File: src/rtl/h3d_pkg.sv
// Shared constants, widths and digit helpers for the 3D curve index decoder.
package h3d_pkg;

   localparam int H3D_MAX_ORDER = 10;
   localparam int IDX_W = 30;
   localparam int COORD_W = 10;
   localparam int ORDER_W = 4;
   localparam int DIGITS_PER_STAGE = 2;

   localparam logic [23:0] ROT_TABLE = 24'h641289;

   function automatic logic [2:0] rotl3(input logic [2:0] a, input logic [1:0] r);
      logic [2:0] res;
      case (r)
         2'd1: res = {a[1:0], a[2]};
         2'd2: res = {a[0], a[2:1]};
         default: res = a;
      endcase
      return res;
   endfunction

   function automatic logic [1:0] next_rot(input logic [2:0] a, input logic [1:0] r);
      logic [4:0] off;
      off = {r, a[1:0], 1'b0};
      return ROT_TABLE[off +: 2];
   endfunction

endpackage

File: src/rtl/hilbert_3d_index_decode.sv
// Top level of the 3D curve index decoder: turns a curve position into x, y, z.
//
// A request is taken on every rising clock edge at which start is high; busy
// never rises, so one request can be accepted in every cycle.
// The request carries req_curve_index. Each request gives exactly one result,
// shown on rsp_point_x, rsp_point_y and rsp_point_z for one cycle while
// rsp_strobe is high. The receiver cannot stall the block.
// The input stage masks the index and applies the Gray-like transform; each
// following stage resolves two curve digits through the rotation recurrence
// and the running prefix XOR.
// Throughput is one request per cycle.
// The order register is written through csr_wr_en and csr_wr_data, and should
// change only while no request is in flight. Reset clears all stage valid bits
// and sets the order to 10, clamped to MAX_ORDER.
module hilbert_3d_index_decode
   import h3d_pkg::*;
#(
   parameter int MAX_ORDER = H3D_MAX_ORDER
) (
   input  logic               clock,
   input  logic               reset,
   input  logic               csr_wr_en,
   input  logic [ORDER_W-1:0] csr_wr_data,
   input  logic               start,
   output logic               busy,
   input  logic [IDX_W-1:0]   req_curve_index,
   output logic               rsp_strobe,
   output logic [COORD_W-1:0] rsp_point_x,
   output logic [COORD_W-1:0] rsp_point_y,
   output logic [COORD_W-1:0] rsp_point_z
);

   localparam int WW = 3 * MAX_ORDER;
   localparam int NS = (MAX_ORDER + DIGITS_PER_STAGE - 1) / DIGITS_PER_STAGE;
   localparam int MW = $clog2(MAX_ORDER + 1);
   localparam int TW = $clog2(3 * MAX_ORDER + 1);

   logic [ORDER_W-1:0] order_ff;

   logic [NS:0]   valid_ff, valid_in;
   logic [WW-1:0] word_ff  [0:NS];
   logic [WW-1:0] word_in  [0:NS];
   logic [1:0]    rot_ff   [0:NS];
   logic [1:0]    rot_in   [0:NS];
   logic [2:0]    amask_ff [0:NS];
   logic [2:0]    amask_in [0:NS];
   logic [2:0]    acc_ff   [0:NS];
   logic [2:0]    acc_in   [0:NS];
   logic [MW-1:0] m_ff     [0:NS];
   logic [MW-1:0] m_in     [0:NS];

   logic [ORDER_W+MW-1:0] ord_ext;
   logic [MW-1:0]         m_eff;
   logic [TW-1:0]         total;
   logic [IDX_W+WW-1:0]   idx_ext;
   logic [WW-1:0]         idx_w, idx_mask, gray_mask, gray_pat, idx_v;

   assign busy = 1'b0;

   always_ff @(posedge clock) begin
      if (reset) begin
         order_ff <= ORDER_W'(10);
      end else if (csr_wr_en) begin
         order_ff <= csr_wr_data;
      end
   end

   // Input stage: clamp the order, mask the index and apply the Gray-like step.
   always_comb begin
      int j;
      logic [2:0] a, rd, c;
      logic [1:0] r;
      ord_ext = {{MW{1'b0}}, order_ff};
      if (ord_ext > (ORDER_W + MW)'(MAX_ORDER)) begin
         m_eff = MW'(MAX_ORDER);
      end else begin
         m_eff = MW'(ord_ext);
      end
      if (m_eff == '0) begin
         m_eff = MW'(1);
      end
      total = TW'(m_eff) * TW'(3);
      idx_ext = {{WW{1'b0}}, req_curve_index};
      idx_w = idx_ext[WW-1:0];
      gray_pat = '0;
      for (int b = 0; b < WW; b += 3) begin
         gray_pat[b] = 1'b1;
      end
      for (int b = 0; b < WW; b++) begin
         idx_mask[b] = (b < int'(total));
         gray_mask[b] = ((b + 2) < int'(total));
      end
      idx_v = idx_w & idx_mask;
      word_in[0] = idx_v ^ ((idx_v ^ (gray_pat & gray_mask)) >> 1);
      rot_in[0] = '0;
      amask_in[0] = '0;
      acc_in[0] = '0;
      m_in[0] = m_eff;
      valid_in[0] = start;

      // Digit stages: each resolves its digits from the most significant down.
      for (int k = 0; k < NS; k++) begin
         word_in[k+1] = word_ff[k];
         rot_in[k+1] = rot_ff[k];
         amask_in[k+1] = amask_ff[k];
         acc_in[k+1] = acc_ff[k];
         m_in[k+1] = m_ff[k];
         valid_in[k+1] = valid_ff[k];
         for (int t = 0; t < DIGITS_PER_STAGE; t++) begin
            j = MAX_ORDER - 1 - k * DIGITS_PER_STAGE - t;
            a = '0;
            rd = '0;
            c = '0;
            r = '0;
            if (j >= 0 && j < int'(m_ff[k])) begin
               a = word_in[k+1][3*j +: 3];
               r = (rot_in[k+1] == 2'd3) ? 2'd2 : rot_in[k+1];
               rd = rotl3(a, r);
               c = amask_in[k+1] ^ rd;
               acc_in[k+1] = acc_in[k+1] ^ c;
               word_in[k+1][3*j +: 3] = acc_in[k+1];
               amask_in[k+1] = 3'b001 << r;
               rot_in[k+1] = next_rot(a, r);
            end
         end
      end
   end

   always_ff @(posedge clock) begin
      if (reset) begin
         valid_ff <= '0;
      end else begin
         valid_ff <= valid_in;
      end
      for (int k = 0; k <= NS; k++) begin
         word_ff[k] <= word_in[k];
         rot_ff[k] <= rot_in[k];
         amask_ff[k] <= amask_in[k];
         acc_ff[k] <= acc_in[k];
         m_ff[k] <= m_in[k];
      end
   end

   always_comb begin
      rsp_point_x = '0;
      rsp_point_y = '0;
      rsp_point_z = '0;
      for (int i = 0; i < COORD_W; i++) begin
         if (i < MAX_ORDER) begin
            rsp_point_x[i] = word_ff[NS][3*i];
            rsp_point_y[i] = word_ff[NS][3*i+1];
            rsp_point_z[i] = word_ff[NS][3*i+2];
         end
      end
   end

   assign rsp_strobe = valid_ff[NS];

   a_latency: assert property (@(posedge clock) disable iff (reset)
      start |-> ##(NS + 1) rsp_strobe)
      else $error("Accepted request did not produce a result at the expected latency.");

   a_order_range: assert property (@(posedge clock) disable iff (reset)
      rsp_strobe |-> (m_ff[NS] != '0 && int'(m_ff[NS]) <= MAX_ORDER))
      else $error("Effective order left its legal range in the pipeline.");

   a_rot_legal: assert property (@(posedge clock) disable iff (reset)
      rsp_strobe |-> rot_ff[NS] != 2'd3)
      else $error("Rotation recurrence produced an illegal rotation.");

   a_high_bits_zero: assert property (@(posedge clock) disable iff (reset)
      rsp_strobe |-> ((rsp_point_x >> m_ff[NS]) == '0 && (rsp_point_y >> m_ff[NS]) == '0
                      && (rsp_point_z >> m_ff[NS]) == '0))
      else $error("Coordinate bits above the effective order are not zero.");

endmodule
File: config.mk
export PLATFORM = sky130hd
export DESIGN_NAME = hilbert_3d_index_decode
export DESIGN_NICKNAME = d
export VERILOG_FILES = /design/src/rtl/h3d_pkg.sv /design/src/rtl/hilbert_3d_index_decode.sv
export SDC_FILE = /design/constraint.sdc
export NUM_CORES = 1
export LEC_CHECK = 0
export BUFFER_PORTS_ARGS = -buffer_cell sky130_fd_sc_hd__buf_2
export CORE_AREA = 5 5 131 133
export DETAILED_ROUTE_END_ITERATION = 16
export DIE_AREA = 0 0 136 138
export PLACE_DENSITY = 0.77
export SYNTH_ARGS = -nofsm -noshare
export SYNTH_HDL_FRONTEND = slang
export SYNTH_SLANG_ARGS = --single-unit
File: constraint.sdc
create_clock -name clock -period 3.64 [get_ports clock]
set_clock_uncertainty 0.05 [all_clocks]
set_input_delay 0.546 -clock clock [delete_from_list [all_inputs] [get_ports clock]]
set_output_delay 0.546 -clock clock [all_outputs]
set_load 0.01 [all_outputs]
==> results.md, run 1 <==
* Complex-gate fraction of the synthesized area at 16.4%
* Sequential fraction of the synthesis area at 53.2%
* EDFF count, synth at 0
* Rel. slew slack at 33.4%
* Clk sinks at 242
* First-pass GRT wire length at 29.7 mm
* Routed WL per cell at 14.0 um
* Post-CTS setup buffer count at 0
* Power per cell area at 857 mW/mm^2
* CP Class: reg2reg
* Final nets at 1,054
* Final antenna-violating net count at 0
* Non-filler instance count after layout at 1,247
* Critical Path RT at 4.04 ns
* Slew Limit Fails at 0
* DP Cell Count at 1,203
* # rows at 46
* Setup-failing EPs final at 0
* CTS tree: yes
* Layout fillers at 1,246
* Drt first-iter violations at 466
* Vias at 6,815
* HP Class: in2reg
* CTS buffer count at 24
* Worst EP arrival at 3.51 ns
* FFs w/ async S/R, synth at 0%
* Antenna cells at 0
* Outcome: complete, no violations
* Area growth from synthesis to layout at 14.7%
* Synth Area in Simple Gates at 17.9%
* Layout cells sized above 1 at 14.8%
* CP max FO at 15
* Core Region at 0.0157 sq mm
* Peak VDD IR at 588 uV
* Area share of fa/ha/maj cells after synthesis at 0.714%
* Gate Count Post-Synth at 955
* Setup_tns at 0 ns
* Drt total wl at 17.5 mm
* Hold-fix buffers, CTS at 0
* Final Cycle Share at 85.5%
* Initial antenna violation count at 0
* Min Tclk post-route at 3.11 ns
* Crit end category: flip-flop
* DPL Wire Length at 12.1 mm
* Worst-Skew Late Latency at 0.52 ns
* Leak at 4.32 nW
* Syn Nets at 996
* CTS resizes at 0
* GRT Util Overall at 18.6%
* Ports at 70
* Yosys cell types at 71
* RSZ-0062 raised after global routing: false
* Average vias per placed instance at 5.47
* Die Area at 0.0188 sq mm
* Main combinational cell family by area after synthesis: simple AND/OR/NAND/NOR gates
* Post-synthesis mux area share at 3.01%
* Slew @ Worst Pin at 0.999 ns
* Placed Area at 0.00962 sq mm
* Max_cap viols at 0
* Gpl congestion at 0.875
* Final WS setup at 0.528 ns
* H-tree levels at 1
* FF+latch count, synth at 242
* XOR/XNOR Fraction of Synth Area at 5.86%
* YS warnings at 0
* Crit path launch type: flip-flop
* F_max at 321 MHz
* Remaining DRCs at 0
* Initial Util at 58.0%
* Die Wd at 136 um
* Clock root cell: clkbuf_16
* Cell Area, Synth at 0.00911 sq mm
* Syn Area/Cell at 9.54 sq um
* Die height at 138 um
* Top_reg_cell synth: dfxtp_1
* Vias in the first global route at 6,377
* Largest net degree at the start of global routing at 24
* Final hold vios at 0
* Clk slew on worst S/H paths at 0.06 ns
* Max Buffers Root-to-Sink at 3
* Pre-CTS WS at 0.590 ns
* First-pass DRT Iterations at 5
* IO Port Bufs at 68
* Finished Cell Area at 0.0105 sq mm
* Global route overflow at 0
==> synth_stat cells, drive strengths merged (8+ instances only) <==
library cell | count | area (sq um)
a21o | 12 | 90.1
a21oi | 52 | 264
a31oi | 13 | 81.3
and2 | 13 | 81.3
clkbuf | 41 | 154
dfxtp | 242 | 4840
inv | 17 | 63.8
mux2 | 11 | 124
mux2i | 15 | 150
nand2 | 104 | 390
nand2b | 11 | 68.8
nand3 | 19 | 95.1
nand4 | 13 | 81.3
nor2 | 57 | 214
nor2b | 26 | 163
nor3 | 24 | 120
nor3b | 11 | 82.6
o211ai | 13 | 97.6
o21a | 10 | 82.6
o21ai | 61 | 305
o31ai | 12 | 90.1
or2 | 12 | 75.1
or3 | 8 | 50.1
xnor2 | 27 | 236
xor2 | 34 | 298
==> cells in the final DEF, fill, tap and decap left out, types with 8 or more instances in the layout <==
cell type | Yosys | final
buf_2 | 4 | 68
xnor2_1 | 27 | 27
or3_1 | 8 | 8
o21a_1 | 9 | 9
nand2b_1 | 11 | 11
a21o_1 | 12 | 12
nand2_1 | 104 | 104
nand3_1 | 19 | 19
mux2_2 | 11 | 11
nor3b_1 | 11 | 11
clkbuf_16 | 0 | 24
nor2_1 | 57 | 57
a21oi_1 | 51 | 51
inv_1 | 17 | 17
or2_2 | 12 | 12
nand4_1 | 13 | 13
o31ai_1 | 12 | 12
and2_1 | 13 | 13
xor2_1 | 34 | 34
nor2b_1 | 26 | 26
nor3_1 | 24 | 24
o21ai_0 | 60 | 60
dfxtp_1 | 242 | 242
o211ai_1 | 13 | 13
a31oi_1 | 13 | 13
mux2i_1 | 15 | 15
buf_4 | 2 | 12
==> through the flow <==
step | util [%] | power, mW | hold WS [ns]
final | 66.6 | 8.96 | 0.184
after global routing | 66.6 | 9.57 | 0.176
after CTS | 66.6 | 9.03 | 0.164
after detailed placement | 61.2 | 6.51 | 0.262
after global placement | 61.2 | 6.45 | 0.260
after floorplan | - | 5.86 | 0.260
==> worst paths after layout <==
path	from	endpoint	slack (ns)	cells past startpoint
setup / recovery	order_ff[3]$_SDFFE_PP1P_	word_ff[0][16]$_DFF_P_	0.53	10
hold / removal	start	valid_ff[0]$_SDFF_PP0_	0.18	2
setup reg to reg	order_ff[3]$_SDFFE_PP1P_	word_ff[0][16]$_DFF_P_	0.53	10
hold reg to reg	word_ff[3][12]$_DFF_P_	word_ff[4][12]$_DFF_P_	0.27	0
==> layer usage <==
metal  global-route usage (%)  vias to the layer above  part of all wire [%]
li1                         -                     3463                     -
met1                     25.7                     3106                    45
met2                     29.7                      211                    46
met3                     3.34                       35                   6.5
met4                     5.41                        0                   2.1
met5                        0                        -                     0
==> flip-flops by register name, summed over array words and instances, names as in the netlist <==
register and flops:
amask_ff 12, acc_ff 12, order_ff 4, m_ff 20
word_ff 180, rot_ff 8, valid_ff 6
==> critical path: stages (launching register included) <==
cell and delay, ns:
dfxtp_1 0.64, inv_1 0.16, nand3_1 0.17, inv_1 0.09, fa_1 0.50, clkinv_1 0.22, o21ai_1 0.40, buf_4 0.28
o21ai_0 0.10, or2_2 0.28, a21oi_1 0.14
==> final cells by class <==
type                       instances  area, sq um  share of cell area, %
clock buffer                      32          681                   6.51
clock inverter                    12          154                   1.47
inverter                          18         67.6                  0.646
multi-input combinational        647         4010                   38.3
sequential                       242         4840                   46.3
tap                              216          270                   2.58
timing repair buffer              80          430                   4.12
==> logic make-up (layout without fill, tap and decap cells) <==
family,after synthesis,count (layout)
XOR/XNOR,61,61
AO/OA/AOI/OAI,230,230
other,1,1
flip-flops,242,242
buffers and inverters,66,142
multiplexers,26,26
adder cells (fa/ha/maj),5,5
AND/OR/NAND/NOR,324,324
==> where the power goes <==
group / switching [mW] / leakage [nW] / internal, mW
Combinational: 1.42 / 1.88 / 1.20
Clock: 0.998 / 0.406 / 1.48
Sequential: 0.447 / 2.03 / 3.42
Total: 2.86 / 4.32 / 6.10
Note: power is estimated with default switching activity, not from simulation.
==> run 2, diff against run 1 <==
REMOVE_ABC_BUFFERS = 1   (was unset)
==> results.md, run 2 (same netlist as run 1, synthesis figures left out) <==
* Hold-fix buffers, CTS at 0 (unchanged)
* Drt total wl at 17.5 mm (about the same)
* Leak at 4.32 nW (about the same)
* Clock root cell: clkbuf_16 (unchanged)
* Clk sinks at 242 (unchanged)
* GRT Util Overall at 18.5% (was 18.6%)
* Final nets at 1,054 (unchanged)
* Die height at 138 um (unchanged)
* Final hold vios at 0 (unchanged)
* CTS resizes at 0 (unchanged)
* Largest registers: word_ff (180), m_ff (20) (unchanged)
* Crit path buf inv count at 4 (unchanged)
* Setup-failing EPs final at 0 (unchanged)
* CTS tree: yes (unchanged)
* Cell-internal power at 6.20 mW (was 6.10 mW)
* Power per cell area at 866 mW/mm^2 (was 857 mW/mm^2)
* Outcome: complete, no violations (unchanged)
* Max Buffers Root-to-Sink at 3 (unchanged)
* Vias in the first global route at 6,326 (was 6,377)
* Critical path's top delay family: buffers and inverters (unchanged)
* Clk slew on worst S/H paths at 0.06 ns (about the same)
* Slew Limit Fails at 0 (unchanged)
* CTS buffer count at 24 (unchanged)
* Final core utilization at 66.7% (was 66.6%)
* Reg power frac at 42.6% (was 43.2%)
* CP dominant cell by count: inv_1 (unchanged)
* Worst-Skew Late Latency at 0.51 ns (was 0.52 ns)
* Gpl congestion at 0.892 (was 0.875)
* RR Startpoint: order_ff[3]$_SDFFE_PP1P_ (unchanged)
* Slowest cell on crit path: dfxtp_1 (unchanged)
* Peak VDD IR at 517 uV (was 588 uV)
* CP max FO at 15 (unchanged)
* Post-CTS setup buffer count at 0 (unchanged)
* Critical Path RT at 4.01 ns (was 4.04 ns)
* Finished Cell Area at 0.0105 sq mm (about the same)
* F_max at 317 MHz (was 321 MHz)
* Reg2Reg Capture Point: word_ff[0][16]$_DFF_P_ (unchanged)
* DPL Wire Length at 12.1 mm (about the same)
* Placed Area at 0.00962 sq mm (unchanged)
* Final Cycle Share at 86.5% (was 85.5%)
* Non-filler instance count after layout at 1,247 (unchanged)
* Core Region at 0.0157 sq mm (unchanged)
* Max incr delay on CP at 0.61 ns (was 0.64 ns)
* First-pass GRT wire length at 29.5 mm (was 29.7 mm)
* Largest Register: word_ff (unchanged)
* Die Area at 0.0188 sq mm (unchanged)
* Worst reg-to-reg setup slack at 0.49 ns (was 0.53 ns)
* Largest net degree at the start of global routing at 24 (unchanged)
* Vias at 6,776 (was 6,815)
* Hold slack final at 0.207 ns (was 0.184 ns)
* Ports at 70 (unchanged)
* Number of flip-flops in the largest register at 180 (unchanged)
* Max_cap viols at 0 (unchanged)
* Antenna cells at 0 (unchanged)
* First-pass DRT Iterations at 5 (unchanged)
* Average vias per placed instance at 5.43 (was 5.47)
* Initial Util at 58.0% (unchanged)
* Cell count of the worst hold path at 2 (unchanged)
* Area growth from synthesis to layout at 15.0% (was 14.7%)
* Worst EP arrival at 3.52 ns (was 3.51 ns)
* CP Class: reg2reg (unchanged)
* DP Cell Count at 1,203 (unchanged)
* Rel. slew slack at 31.6% (was 33.4%)
* Crit end category: flip-flop (unchanged)
* Commonest non-fill, non-tap cell in the layout: dfxtp_1 (unchanged)
* Global route overflow at 0 (unchanged)
* RSZ-0062 raised after global routing: false (unchanged)
* Crit path launch type: flip-flop (unchanged)
* Remaining DRCs at 0 (unchanged)
* Net Sw Power at 2.87 mW (was 2.86 mW)
* Layout cells sized above 1 at 14.7% (was 14.8%)
* Final WS setup at 0.490 ns (was 0.528 ns)
* Worst Hold Launch: start (unchanged)
* Drt first-iter violations at 522 (was 466)
* Final antenna-violating net count at 0 (unchanged)
* Gate power share at 28.9% (was 29.2%)
* Slew @ Worst Pin at 1.03 ns (was 0.999 ns)
* Total Power at 9.07 mW (was 8.96 mW)
* Pre-CTS WS at 0.606 ns (was 0.590 ns)
* Reg2reg path depth at 10 (unchanged)
* IO Port Bufs at 68 (unchanged)
* Most frequent cells in the layout: dfxtp_1, nand2_1, buf_2 (unchanged)
* Routed WL per cell at 14.0 um (about the same)
* # rows at 46 (unchanged)
* Sw frac at 31.7% (was 32.0%)
* Min Tclk post-route at 3.15 ns (was 3.11 ns)
* Initial antenna violation count at 0 (unchanged)
* Hold Crit Endpoint: valid_ff[0]$_SDFF_PP0_ (unchanged)
* Die Wd at 136 um (unchanged)
* H-tree levels at 1 (unchanged)
* Crit path cell chain: inv_1, nand3_1, inv_1, fa_1, clkinv_1, o21ai_1, buf_4, o21ai_0, or2_2, a21oi_1 (unchanged)
* HP Class: in2reg (unchanged)
* Clock share of power at 28.6% (was 27.6%)
* Setup_tns at 0 ns (unchanged)
[run 2: worst max-delay path by stage]
stage | start | end | slack (ns) | cells past startpoint
6_report | order_ff[3]$_SDFFE_PP1P_ | word_ff[0][16]$_DFF_P_ | 0.49 | 10
3_3_place_gp | order_ff[3]$_SDFFE_PP1P_ | word_ff[0][16]$_DFF_P_ | 0.76 | 10
5_1_grt | order_ff[3]$_SDFFE_PP1P_ | word_ff[0][16]$_DFF_P_ | 0.34 | 10
4_1_cts | order_ff[3]$_SDFFE_PP1P_ | word_ff[0][16]$_DFF_P_ | 0.54 | 10
3_5_place_dp | order_ff[3]$_SDFFE_PP1P_ | word_ff[0][16]$_DFF_P_ | 0.61 | 10
2_1_floorplan | order_ff[3]$_SDFFE_PP1P_ | word_ff[0][2]$_DFF_P_ | 0.21 | 10
[run 2: power by group through the flow]
stage | Sequential (mW) | Combinational (mW) | Clock, mW
after global placement | 3.90 | 2.54 | 0
after global routing | 3.97 | 2.93 | 2.78
after CTS | 3.87 | 2.63 | 2.65
after floorplan | 3.88 | 1.93 | 0
final | 3.86 | 2.62 | 2.59
after detailed placement | 3.92 | 2.60 | 0
[run 2: cell type report]
type | count | area, sq um
fill | 1245 | 5230
clock inverter | 14 | 203
clock buffer | 30 | 654
tap | 216 | 270
timing repair buffer | 80 | 430
multi-input combinational | 647 | 4010
sequential | 242 | 4840
inverter | 18 | 67.6
[run 2: worst register-to-register path, stage by stage, from the launching register on]
cell,delay (ns)
dfxtp_1,0.61
inv_1,0.16
nand3_1,0.16
inv_1,0.09
fa_1,0.51
clkinv_1,0.24
o21ai_1,0.37
buf_4,0.28
o21ai_0,0.13
or2_2,0.30
a21oi_1,0.17
[run 2: layer usage]
layer  track usage [%]  share of wire [%]  routed length [um]
met5                 0                  0                   0
met4              5.99                1.8                 318
met3              3.34                6.2                1080
met2              29.0                 46                8010
met1              25.9                 46                8090
==> run 3, diff against run 2 <==
CORE_AREA = 5 5 128 130   (was 5 5 131 133)
CTS_BUF_LIST = sky130_fd_sc_hd__clkbuf_4 sky130_fd_sc_hd__clkbuf_8   (was unset)
DIE_AREA = 0 0 133 135   (was 0 0 136 138)
PLACE_DENSITY = 0.8   (was 0.77)
==> results.md, run 3 (same netlist as run 1, synthesis figures left out) <==
* CTS buffer count at 37 (was 24)
* Global route overflow at 0 (unchanged)
* DPL Wire Length at 12.2 mm (was 12.1 mm)
* Pre-CTS WS at 0.507 ns (was 0.606 ns)
* Rel. slew slack at 33.5% (was 31.6%)
* F_max at 311 MHz (was 317 MHz)
* CP max FO at 15 (unchanged)
* Antenna cells at 0 (unchanged)
* Area growth from synthesis to layout at 14.5% (was 15.0%)
* Vias at 6,963 (was 6,776)
* Routed WL per cell at 14.3 um (was 14.0 um)
* RSZ-0062 raised after global routing: false (unchanged)
* Final Cycle Share at 88.3% (was 86.5%)
* Hold slack final at 0.195 ns (was 0.207 ns)
* Layout fillers at 1,161 (was 1,245)
* Worst reg-to-reg setup slack at 0.43 ns (was 0.49 ns)
* Final nets at 1,067 (was 1,054)
* CP dominant cell by count: inv_1 (unchanged)
* Die height at 135 um (was 138 um)
* Drt first-iter violations at 572 (was 522)
* Setup-failing EPs final at 0 (unchanged)
* CTS resizes at 0 (unchanged)
* Final antenna-violating net count at 0 (unchanged)
* IO Port Bufs at 68 (unchanged)
* CP Class: reg2reg (unchanged)
* Peak VDD IR at 468 uV (was 517 uV)
* Setup_tns at 0 ns (unchanged)
* Remaining DRCs at 0 (unchanged)
* HP Class: in2reg (unchanged)
* Number of flip-flops in the largest register at 180 (unchanged)
* Layout cells sized above 1 at 16.9% (was 14.7%)
* Crit path cell chain: inv_1, nand3_1, inv_1, fa_1, clkinv_1, o21ai_1, o21ai_0, a22o_1, a211oi_1 (was inv_1, nand3_1, inv_1, fa_1, clkinv_1, o21ai_1, buf_4, o21ai_0, or2_2, a21oi_1)
* Gpl congestion at 0.856 (was 0.892)
* Vias in the first global route at 6,404 (was 6,326)
* CTS tree: yes (unchanged)
* Outcome: complete, no violations (unchanged)
* Total Power at 8.99 mW (was 9.07 mW)
* Max incr delay on CP at 0.64 ns (was 0.61 ns)
* GRT Util Overall at 19.6% (was 18.5%)
* First-pass DRT Iterations at 5 (unchanged)
* Worst EP arrival at 3.58 ns (was 3.52 ns)
* Final hold vios at 0 (unchanged)
* Slowest cell on crit path: dfxtp_1 (unchanged)
* Die Area at 0.0180 sq mm (was 0.0188 sq mm)
* Clock root cell: clkbuf_8 (was clkbuf_16)
* Ports at 70 (unchanged)
* Commonest non-fill, non-tap cell in the layout: dfxtp_1 (unchanged)
* Initial antenna violation count at 0 (unchanged)
* Worst-Skew Late Latency at 0.52 ns (was 0.51 ns)
* Power per cell area at 861 mW/mm^2 (was 866 mW/mm^2)
* Hold-fix buffers, CTS at 0 (unchanged)
* Average vias per placed instance at 5.61 (was 5.43)
* First-pass GRT wire length at 29.7 mm (was 29.5 mm)
* Drt total wl at 17.7 mm (was 17.5 mm)
* Placed Area at 0.00959 sq mm (was 0.00962 sq mm)
* Slew @ Worst Pin at 0.997 ns (was 1.03 ns)
* H-tree levels at 2 (was 1)
* Largest Register: word_ff (unchanged)
* Initial Util at 60.6% (was 58.0%)
* Finished Cell Area at 0.0104 sq mm (was 0.0105 sq mm)
* Die Wd at 133 um (was 136 um)
* Core Region at 0.0150 sq mm (was 0.0157 sq mm)
* Min Tclk post-route at 3.21 ns (was 3.15 ns)
* Most frequent cells in the layout: dfxtp_1, nand2_1, buf_2 (unchanged)
* Crit path launch type: flip-flop (unchanged)
* Leak at 4.36 nW (was 4.32 nW)
* # rows at 45 (was 46)
* Clk sinks at 242 (unchanged)
* Final WS setup at 0.425 ns (was 0.490 ns)
* Crit end category: flip-flop (unchanged)
* Largest registers: word_ff (180), m_ff (20) (unchanged)
* Slew Limit Fails at 0 (unchanged)
* Critical Path RT at 4.01 ns (about the same)
* Post-CTS setup buffer count at 0 (unchanged)
* Max_cap viols at 0 (unchanged)
* Max Buffers Root-to-Sink at 3 (unchanged)
* Clk slew on worst S/H paths at 0.06 ns (about the same)
* Largest net degree at the start of global routing at 24 (unchanged)
run 3: changes by cell type in the layout (fill, tap and decap cells not counted):
cell	before	now
clkinv_2	1	4
clkbuf_16	25	0
clkbuf_4	0	12
inv_8	1	0
clkinvlp_4	3	2
clkbuf_8	1	44
inv_6	3	0
clkinv_4	2	0
clkbuf_1	4	0
run 3: path summary, 6_finish.rpt:
| kind | from | end | depth (start not counted) |
|---|---|---|---|
| worst max-delay path | order_ff[3]$_SDFFE_PP1P_ | word_ff[0][5]$_DFF_P_ | 9 |
| worst min-delay path | req_curve_index[0] | word_ff[0][0]$_DFF_P_ | 2 |
| worst max register to register | order_ff[3]$_SDFFE_PP1P_ | word_ff[0][5]$_DFF_P_ | 9 |
| worst min register to register | word_ff[4][27]$_DFF_P_ | word_ff[5][27]$_DFF_P_ | 0 |
run 3: critical path, delay by kind of cell, from the launching register on:
family	cells	cell delay (ns)
compound gates	4	1.29
buf+inv	3	0.48
fa+ha+maj	1	0.50
simple gates	1	0.16
flops	1	0.64
run 3: power breakdown:
group / switching [mW] / internal [mW] / leakage, nW
clock network: 0.983 / 1.51 / 0.444
logic: 1.43 / 1.20 / 1.88
registers: 0.447 / 3.42 / 2.03
total: 2.86 / 6.13 / 4.36
run 3: cell type report:
type	count	area, sq um	share of cell area [%]
multi-input cells	647	4010	38.4
repair buffers	80	430	4.12
flip-flops and latches	242	4840	46.4
clock inverters	10	155	1.49
clock buffers	56	696	6.66
inverters	18	67.6	0.647
well taps	188	235	2.25
run 3: per-stage QoR:
stage	std cells	utilization, %
after floorplan	907	-
after global placement	1175	63.8
after detailed placement	1175	63.8
after CTS	1241	69.4
after global routing	1241	69.4
final	1241	69.4
run 3: metal layers:
layer | wire length (um) | part of all wire (%) | global-route usage, %
met5 | 0 | 0 | 0
met3 | 1240 | 7.0 | 4.06
met4 | 452 | 2.6 | 7.79
met2 | 8130 | 46 | 31.5
met1 | 7910 | 45 | 25.9
